## src/hdl/bcpg_pkg.sv

```systemverilog
package bcpg_pkg;

   localparam int READ_W  = 12;
   localparam int OFF_W   = 10;
   localparam int MV_W    = 14;
   localparam int PCT_W   = 7;

   localparam int TABLE_POINTS = 9;
   localparam int SEG_CNT      = TABLE_POINTS - 1;
   localparam int SEG_W        = $clog2(SEG_CNT);
   localparam int PT_IDX_W     = $clog2(TABLE_POINTS);

   // widest segment is 300 mV wide
   localparam int DELTA_W     = 9;
   localparam int SLOPE_W     = 18;
   localparam int SLOPE_SHIFT = 20;
   localparam int PROD_W      = DELTA_W + SLOPE_W;

   localparam logic [OFF_W-1:0] OFFSET_RESET_MV = 10'd485;
   localparam logic [PCT_W-1:0] PCT_FULL        = 7'd100;

   localparam logic [MV_W-1:0] VOLT_MV [TABLE_POINTS] = '{
      14'd3000, 14'd3300, 14'd3500, 14'd3650, 14'd3750,
      14'd3850, 14'd3970, 14'd4030, 14'd4100
   };

   localparam logic [PCT_W-1:0] PCT_TABLE [TABLE_POINTS] = '{
      7'd0, 7'd5, 7'd20, 7'd40, 7'd55, 7'd70, 7'd85, 7'd93, 7'd100
   };

   // ceil(rise * 2^20 / span) per segment, exact floor for any delta inside the span
   localparam logic [SLOPE_W-1:0] SEG_SLOPE [SEG_CNT] = '{
      18'd17477, 18'd78644, 18'd139811, 18'd157287,
      18'd157287, 18'd131072, 18'd139811, 18'd104858
   };

   typedef struct packed {
      logic [READ_W-1:0] reading_mv;
      logic              read_ok;
      logic              charger_connected;
   } req_type;

   typedef struct packed {
      logic [MV_W-1:0]  raw_battery_mv;
      logic [MV_W-1:0]  adjusted_battery_mv;
      logic [PCT_W-1:0] charge_percent;
   } rsp_type;

   typedef struct packed {
      logic [MV_W-1:0]    raw_mv;
      logic [MV_W-1:0]    adj_mv;
      logic               below;
      logic               above;
      logic [SEG_W-1:0]   seg;
      logic [DELTA_W-1:0] delta;
   } volt_type;

endpackage

```

## src/hdl/bcpg_volt.sv

```systemverilog
module bcpg_volt (
   input  logic                       clock,
   input  logic                       reset,
   input  logic                       in_valid,
   output logic                       in_ready,
   input  bcpg_pkg::req_type          in_data,
   input  logic [bcpg_pkg::OFF_W-1:0] offset_mv,
   output logic                       out_valid,
   input  logic                       out_ready,
   output bcpg_pkg::volt_type         out_data
);

   logic              valid_ff, valid_in;
   bcpg_pkg::req_type data_ff;

   logic [bcpg_pkg::MV_W-1:0]  raw_mv;
   logic [bcpg_pkg::MV_W-1:0]  adj_mv;
   logic [bcpg_pkg::MV_W-1:0]  off_ext;
   logic [bcpg_pkg::SEG_W-1:0] seg;
   logic [bcpg_pkg::MV_W-1:0]  base_mv;

   assign in_ready = !valid_ff || out_ready;
   assign valid_in = in_ready ? in_valid : valid_ff;

   always_ff @(posedge clock) begin
      if (reset) begin
         valid_ff <= 1'b0;
      end else begin
         valid_ff <= valid_in;
      end
   end

   always_ff @(posedge clock) begin
      if (in_valid && in_ready) begin
         data_ff <= in_data;
      end
   end

   always_comb begin
      off_ext = bcpg_pkg::MV_W'(offset_mv);
      // times three as x + 2x
      raw_mv  = data_ff.read_ok ?
                (bcpg_pkg::MV_W'(data_ff.reading_mv) + {1'b0, data_ff.reading_mv, 1'b0}) :
                '0;
      adj_mv  = raw_mv;
      if (data_ff.charger_connected) begin
         adj_mv = (raw_mv > off_ext) ? (raw_mv - off_ext) : '0;
      end
      seg = '0;
      for (int i = 1; i < bcpg_pkg::TABLE_POINTS - 1; i++) begin
         if (adj_mv >= bcpg_pkg::VOLT_MV[i]) begin
            seg = bcpg_pkg::SEG_W'(i);
         end
      end
      base_mv = bcpg_pkg::VOLT_MV[bcpg_pkg::PT_IDX_W'(seg)];
   end

   assign out_valid      = valid_ff;
   assign out_data.raw_mv = raw_mv;
   assign out_data.adj_mv = adj_mv;
   assign out_data.below  = (adj_mv <= bcpg_pkg::VOLT_MV[0]);
   assign out_data.above  = (adj_mv >= bcpg_pkg::VOLT_MV[bcpg_pkg::TABLE_POINTS-1]);
   assign out_data.seg    = seg;
   // only meaningful inside the table range, masked downstream otherwise
   assign out_data.delta  = bcpg_pkg::DELTA_W'(adj_mv - base_mv);

endmodule

```

## src/hdl/bcpg_interp.sv

```systemverilog
module bcpg_interp (
   input  logic               clock,
   input  logic               reset,
   input  logic               in_valid,
   output logic               in_ready,
   input  bcpg_pkg::volt_type in_data,
   output logic               out_valid,
   input  logic               out_ready,
   output bcpg_pkg::rsp_type  out_data
);

   logic               mid_valid_ff, mid_valid_in;
   bcpg_pkg::volt_type mid_ff;
   logic               rsp_valid_ff, rsp_valid_in;
   bcpg_pkg::rsp_type  rsp_ff, rsp_in;
   logic               rsp_open;

   logic [bcpg_pkg::PROD_W-1:0] prod;
   logic [bcpg_pkg::PCT_W-1:0]  step;
   logic [bcpg_pkg::PCT_W-1:0]  seg_pct;

   assign rsp_open     = !rsp_valid_ff || out_ready;
   assign in_ready     = !mid_valid_ff || rsp_open;
   assign mid_valid_in = in_ready ? in_valid : mid_valid_ff;
   assign rsp_valid_in = rsp_open ? mid_valid_ff : rsp_valid_ff;

   always_ff @(posedge clock) begin
      if (reset) begin
         mid_valid_ff <= 1'b0;
         rsp_valid_ff <= 1'b0;
      end else begin
         mid_valid_ff <= mid_valid_in;
         rsp_valid_ff <= rsp_valid_in;
      end
   end

   always_ff @(posedge clock) begin
      if (in_valid && in_ready) begin
         mid_ff <= in_data;
      end
      if (mid_valid_ff && rsp_open) begin
         rsp_ff <= rsp_in;
      end
   end

   always_comb begin
      prod    = bcpg_pkg::PROD_W'(mid_ff.delta) *
                bcpg_pkg::PROD_W'(bcpg_pkg::SEG_SLOPE[mid_ff.seg]);
      step    = prod[bcpg_pkg::SLOPE_SHIFT +: bcpg_pkg::PCT_W];
      seg_pct = bcpg_pkg::PCT_TABLE[bcpg_pkg::PT_IDX_W'(mid_ff.seg)] + step;
      rsp_in.raw_battery_mv      = mid_ff.raw_mv;
      rsp_in.adjusted_battery_mv = mid_ff.adj_mv;
      if (mid_ff.below) begin
         rsp_in.charge_percent = '0;
      end else if (mid_ff.above) begin
         rsp_in.charge_percent = bcpg_pkg::PCT_FULL;
      end else begin
         rsp_in.charge_percent = seg_pct;
      end
   end

   assign out_valid = rsp_valid_ff;
   assign out_data  = rsp_ff;

endmodule

```

## src/hdl/battery_charge_percent_gauge_unit.sv

```systemverilog
// battery state-of-charge gauge
// req channel: one transaction per ADC sample (reading_mv, read_ok, charger_connected);
// rsp channel: one transaction per request with raw mV, offset-adjusted mV and percent.
// csr port: csr_write_en with csr_write_data loads the 10-bit charger offset in mV;
// write it only while no transaction is in flight.
// three register stages: input, voltage and segment, result; a request passes
// them in that order and rsp offers it from the result stage.
// throughput: one transaction per cycle while rsp_ready is high; the slope multiply
// sits in the last stage.
// a stalled rsp_ready holds the result in place; the stages behind it keep filling
// and req_ready drops only when all three hold a transaction.
// reset (synchronous) empties the pipeline and sets the offset to 485 mV.
module battery_charge_percent_gauge_unit (
   input  logic                       clock,
   input  logic                       reset,
   input  logic                       csr_write_en,
   input  logic [bcpg_pkg::OFF_W-1:0] csr_write_data,
   input  logic                       req_valid,
   output logic                       req_ready,
   input  bcpg_pkg::req_type          req_data,
   output logic                       rsp_valid,
   input  logic                       rsp_ready,
   output bcpg_pkg::rsp_type          rsp_data
);

   logic [bcpg_pkg::OFF_W-1:0] offset_ff;
   logic                       volt_valid;
   logic                       volt_ready;
   bcpg_pkg::volt_type         volt_data;

   always_ff @(posedge clock) begin
      if (reset) begin
         offset_ff <= bcpg_pkg::OFFSET_RESET_MV;
      end else if (csr_write_en) begin
         offset_ff <= csr_write_data;
      end
   end

   bcpg_volt u_volt (
      .clock     (clock),
      .reset     (reset),
      .in_valid  (req_valid),
      .in_ready  (req_ready),
      .in_data   (req_data),
      .offset_mv (offset_ff),
      .out_valid (volt_valid),
      .out_ready (volt_ready),
      .out_data  (volt_data)
   );

   bcpg_interp u_interp (
      .clock     (clock),
      .reset     (reset),
      .in_valid  (volt_valid),
      .in_ready  (volt_ready),
      .in_data   (volt_data),
      .out_valid (rsp_valid),
      .out_ready (rsp_ready),
      .out_data  (rsp_data)
   );

endmodule

```

## config.mk

```make
export PLATFORM = sky130hd
export DESIGN_NAME = battery_charge_percent_gauge_unit
export DESIGN_NICKNAME = d
export VERILOG_FILES = /design/src/hdl/bcpg_pkg.sv /design/src/hdl/bcpg_volt.sv /design/src/hdl/bcpg_interp.sv /design/src/hdl/battery_charge_percent_gauge_unit.sv
export SDC_FILE = /design/constraint.sdc
export NUM_CORES = 1
export LEC_CHECK = 0
export BUFFER_PORTS_ARGS = -buffer_cell sky130_fd_sc_hd__buf_2
export CORE_ASPECT_RATIO = 1.75
export CORE_UTILIZATION = 62
export CTS_BUF_LIST = sky130_fd_sc_hd__clkbuf_4 sky130_fd_sc_hd__clkbuf_8
export CTS_CLUSTER_DIAMETER = 30
export DETAILED_ROUTE_END_ITERATION = 10
export PLACE_DENSITY = 0.93
export REMOVE_ABC_BUFFERS = 1
export SYNTH_ARGS = -nofsm -noshare
export SYNTH_HDL_FRONTEND = slang
export SYNTH_SLANG_ARGS = --single-unit
```

## constraint.sdc

```tcl
create_clock -name clock -period 19.58 [get_ports clock]
set_clock_uncertainty 0.05 [all_clocks]
set_input_delay 0.979 -clock clock [delete_from_list [all_inputs] [get_ports clock]]
set_output_delay 0.979 -clock clock [all_outputs]
set_load 0.005 [all_outputs]
```

Word-level counts from Yosys, hierarchy flattened
Memory sizes are Yosys's and may differ from the RTL's.
Cells that the tools add are included.
Storage, ports and cells
  flip-flop bits (word level): 104
  ROM bits: 480
  bits of input ports: 29
  output and inout bits: 37
  logic and storage cells: 68
  memories kept: 3
Cells by class
  $add $sub $neg: 4
  multipliers: 1
  magnitude comparators: 13
  mux-type cells: 17
  bitwise logic cells: 3
  reduce and logical (&&, ||, !) cells: 10
Memory list
  (no name shown): words 16, width 14, read ports 1, clocked after Yosys merged registers in 0, write ports 0, RTL line bcpg_volt.sv:55  | base_mv = bcpg_pkg::VOLT_MV[bcpg_pkg::PT_IDX_W'(seg)];
  (no name shown): words 8, width 18, read ports 1, clocked after Yosys merged registers in 0, write ports 0, RTL line bcpg_interp.sv:48  | bcpg_pkg::PROD_W'(bcpg_pkg::SEG_SLOPE[mid_ff.seg]);
  (no name shown): words 16, width 7, read ports 1, clocked after Yosys merged registers in 0, write ports 0, RTL line bcpg_interp.sv:50  | seg_pct = bcpg_pkg::PCT_TABLE[bcpg_pkg::PT_IDX_W'(mid_ff.seg)] + step;
Operator list (number)
  >= comparator 14 x 12 -> 1 bit (second input constant): 7
  two-way mux 14 bit: 3
  two-way mux 18 bit: 2
  multiplier 9 x 18 -> 27 bit: 1
  two-way mux 7 bit: 3
  two-way mux 9 bit: 2
  adder 12 x 13 -> 14 bit: 1
  >= comparator 14 x 13 -> 1 bit (second input constant): 1
  > comparator 14 x 10 -> 1 bit: 1
  <= comparator 14 x 12 -> 1 bit (second input constant): 1
  subtractor 14 x 10 -> 14 bit: 1
  two-way mux 3 bit: 4
  >= comparator 5 bit (second input constant): 2
  NOT 3 -> 5 bit: 2
  subtractor 9 bit: 1
  adder 7 bit: 1
  >= comparator 4 bit (second input constant): 1
  two-way mux 2 bit: 2
  NOT 3 -> 4 bit: 1
  logical AND 1 bit: 3
  logical NOT 1 bit: 3
  logical OR 1 bit: 3
  OR reduction 2 bit: 1
  two-way mux 1 bit: 1

Depth between registers and ports, before layout
  depth in word-level cells: 18
  mapped depth: 30
  depth with buffers taken out: 30

Cells and area by module
From an unflattened synthesis, not the netlist that was laid out.
Unflattened totals
  cell total of the unflattened synthesis: 959
  area total of the unflattened synthesis: 9743.1 um^2
Modules (own cells, without submodules)
  bcpg_interp: instances 1, cells an instance 559, area an instance 6398.6 um^2, seq. area each 2352.3 um^2
  bcpg_volt: instances 1, cells an instance 368, area an instance 2977.9 um^2, seq. area each 440.4 um^2
  battery_charge_percent_gauge_unit: instances 1, cells an instance 32, area an instance 366.6 um^2, seq. area each 200.2 um^2

Worst setup path before layout
OpenSTA, ideal clock, no wires.
  kind: register to register
  start: register u_interp.mid_ff[9] (netlist bit)
  end: register u_interp.rsp_ff, in the netlist u_interp.out_data[6] (data pin)
  library setup time: 0.262 ns
  data arrival time: 6.465 ns
  required time: 19.268 ns
  setup slack: 12.803 ns
  cell stages (with the launch flop): 30
  buffers on the path: 1
  period minus slack after synthesis: 6.777 ns
  cell sequence: edfxtp_1 -> ha_1 -> and2_0 -> clkbuf_1 -> a21oi_1 -> nor2b_1 -> fa_1 -> inv_1 -> fa_1 -> inv_1 -> ha_1 -> inv_1 -> fa_1 -> inv_1 -> ha_1 -> or3_1 -> a31o_2 -> a31oi_1 -> o211ai_1 -> a31oi_1 -> nand2b_1 -> xor2_1 -> fa_1 -> a21o_1 -> a21oi_1 -> o21bai_1 -> a21oi_1 -> xnor2_1 -> xnor2_1 -> a21oi_1
Between the ends
  cells in the longest elaborated chain, start to end: 7
  elaborated cells on any way between the ends: 11
  classes of those cells: 1 x add/sub; 1 x mul; 5 x mux; 2 x bitwise; 2 x memory
RTL lines
  from (decl): RTL line bcpg_interp.sv:13  | bcpg_pkg::volt_type mid_ff;
  from (signal assigned): RTL line bcpg_interp.sv:39  | mid_ff <= in_data;
  NOT 3 -> 4 bit (not written as such): RTL line bcpg_interp.sv:48
  memory read (8 x 18 bit)
  two-way mux 18 bit (not written as such) (2 in series): RTL line bcpg_interp.sv:48
  multiplier 9 x 18 -> 27 bit: RTL line bcpg_interp.sv:47  | prod = bcpg_pkg::PROD_W'(mid_ff.delta) *
  adder 7 bit (*): RTL line bcpg_interp.sv:50
  two-way mux 7 bit (*): RTL line bcpg_interp.sv:55  | end else if (mid_ff.above) begin
  to (signal assigned): RTL line bcpg_interp.sv:42  | rsp_ff <= rsp_in;
  to (decl): RTL line bcpg_interp.sv:15  | bcpg_pkg::rsp_type rsp_ff, rsp_in;
Every way passes the cells marked *; elsewhere a longest branch is shown, timed or not. The select of a mux whose other input is x is not followed.
A chain may end at the register's enable or synchronous reset.

Final worst setup path
Ends and elaborated chain as after synthesis.

==> qor.yml <==
arrival_ps: 7810
area_growth_syn_to_layout_pct: 8.05
cts_tree: "yes"
dr.pass1.iters: 5
grt_max_degree: 42
finalHoldViolations: 0
synth_commonest_cells: "127 x inv_1, 90 x edfxtp_1, 88 x ha_1"
hold_buffers: 0
synth.area.mux_share_pct: 1.57
fmax_mhz: 130
max_stage_delay_ps: 620
hold_class: "reg2reg"
die_w_um: 94.0
wl_um: 21100
finalSetupTns_ps: 0
maxCapViolations: 0
ys_seq_elements: 103
dp.final_hpwl_um: 17400
synthFlopType: "edfxtp_1"
grt_pass1_vias: 7346
critPathRequiredTime_ps: 19670
rsz0062_at_grt: "false"
post-route-min-period_ps: 7720
postSynthCellCount: 878
synth-simple-area-share_pct: 13.9
tightest_slew_ps: 997
gr-total-overflow: 0
cts.sinks: 103
synth.most_common_cell: "inv_1"
grt_first_pass_wirelength_um: 34200
drive_above_1_share_pct: 12.0
grt_use_met2_pct: 57.5
cp_max_fo: 9
gp_congestion: 0.992
diodes: 0
synth_edf_count: 90
htreeDepth: 3
synth_fa_ha_area_share_pct: 30.3
setup_viol: 0
synth-xor-area-share_pct: 3.05
num_vias: 6826
final_util_pct: 68.7
yosysSeqAreaShare_pct: 32.2
clock_path_buffers: 2
crit_path_end_kind: "flip-flop"
ctsResizeCount: 0
synth_top_family_by_area: "adder cells"
fillers: 1095
cts_buffers: 9
clkSlewWorstSetupHoldPaths_ps: 110
syn_avg_cell_area_um2: 10.5
slew_headroom_pct: 33.4
final_max_slew_viol_count: 0
detail-route-antenna-nets: 0
finalCritPeriodShare_pct: 39.4
synth_compound_area_share_pct: 12.8
nNetsFinal: 1143
multiInputGateArea_um2: 5680
worst_setup_path_start_kind: "flip-flop"
dpl.cell_count: 1111
status: "finished clean"
ios: 66
synth_top_cell_by_area: "edfxtp_1"
synth_area_um2: 9190
busiest_layer: "met2"
track_usage_pct: 29.9
io_buffers: 65
coreArea_um2: 14400
antenna_found_initial: 0
async_reset_ff_share_pct: 0
final_cells: 1127
row_count: 58
worstSetupPathType: "reg2reg"
grtUsageMet1_pct: 26.4
drc: 0
die_h_um: 163
seqCellArea_um2: 2960
critPathSlowestCell: "fa_1"
clock_latency_ps: 390
yosys_warnings: 0
vias_per_cell: 6.06
cts_root_buffer: "clkbuf_8"
start_util_pct: 63.6
drt_iter0_markers: 391
avgRoutedWirePerCell_um: 18.7
grtUsageMet3_pct: 4.47
synth_top_area_share_pct: 29.4
cts_setup_buffers: 0
synth_area_leaders: "edfxtp_1 29%, fa_1 18%, ha_1 12%"
yosysUniqueCellTypes: 76
die_area_um2: 15300
layout by cell type (no fill, tap or decap), drive strengths merged, types with 5 or more instances in the layout:
master / synthesis / layout
nand2b: 13 / 13
clkbuf: 11 / 9
ha: 88 / 88
nand2: 68 / 68
or3: 7 / 7
nor2b: 14 / 14
mux2i: 11 / 11
and3: 11 / 11
a211oi: 10 / 10
nor2: 37 / 37
a21oi: 48 / 48
dfxtp: 13 / 13
edfxtp: 90 / 90
inv: 130 / 133
xor2: 13 / 13
and2: 38 / 38
buf: 4 / 68
nand3: 12 / 12
o21ai: 29 / 29
a31oi: 7 / 7
a21o: 15 / 15
nor3: 18 / 18
nand4: 5 / 5
o211ai: 9 / 9
fa: 84 / 84
or2: 6 / 6
o21a: 9 / 9
xnor2: 19 / 19
path summary, 6_finish.rpt:
check                      start  depth (start not counted)                    end  slack (ps)
min          u_interp.mid_ff[29]                          0  u_interp.out_data[22]         370
max           u_interp.mid_ff[9]                         28   u_interp.out_data[6]       11860
min reg2reg  u_interp.mid_ff[29]                          0  u_interp.out_data[22]         370
max reg2reg   u_interp.mid_ff[9]                         28   u_interp.out_data[6]       11860
flip-flops by register name, summed over array words and instances, names as in the netlist:
name,count
u_interp.out_valid,1
offset_ff,10
u_volt.out_valid,1
u_volt.data_ff,14
u_interp.out_data,35
u_interp.mid_valid_ff,1
u_interp.mid_ff,41
stage by stage:
stage	hold slack, ps	instance area, um^2	worst slack (ps)
2_1_floorplan	350	9120	12850
4_1_cts	379	9930	11920
6_report	374	9930	11860
3_3_place_gp	351	9710	12210
3_5_place_dp	356	9710	11920
5_1_grt	385	9930	11230
routing by layer:
layer | vias up | wire, um
met1 | 3277 | 6550
li1 | 3163 | -
met2 | 268 | 11900
met4 | 0 | 1790
met5 | - | 0
met3 | 118 | 857
kinds of logic (layout without fill, tap and decap cells):
family,Yosys count,after routing
XOR/XNOR,32,32
buffers and inverters,146,215
AND/OR/NAND/NOR,243,243
adder cells (fa/ha/maj),172,172
AO/OA/AOI/OAI,168,168
multiplexers,14,14
flip-flops,103,103
critical path, delay by kind of cell, from the launching register on:
family	cells	cell delay (ps)
buffers and inverters	4	210
and+or+nand+nor	4	930
adders and majority gates	7	2920
xor gates and xnor gates	3	470
AOI/OAI and AO/OA	10	2390
DFF	1	500
area by class of cell:
| class | count | share of cell area (%) |
|---|---|---|
| Multi-Input combinational cell | 629 | 57.2 |
| Sequential cell | 103 | 29.8 |
| Timing Repair Buffer | 68 | 3.50 |
| Clock inverter | 7 | 0.907 |
| Clock buffer | 9 | 1.25 |
| Inverter | 131 | 4.98 |
| Tap cell | 180 | 2.27 |
Power is not shown: default switching activity piles up to over one toggle a cycle in this logic, so the estimate is an artifact.
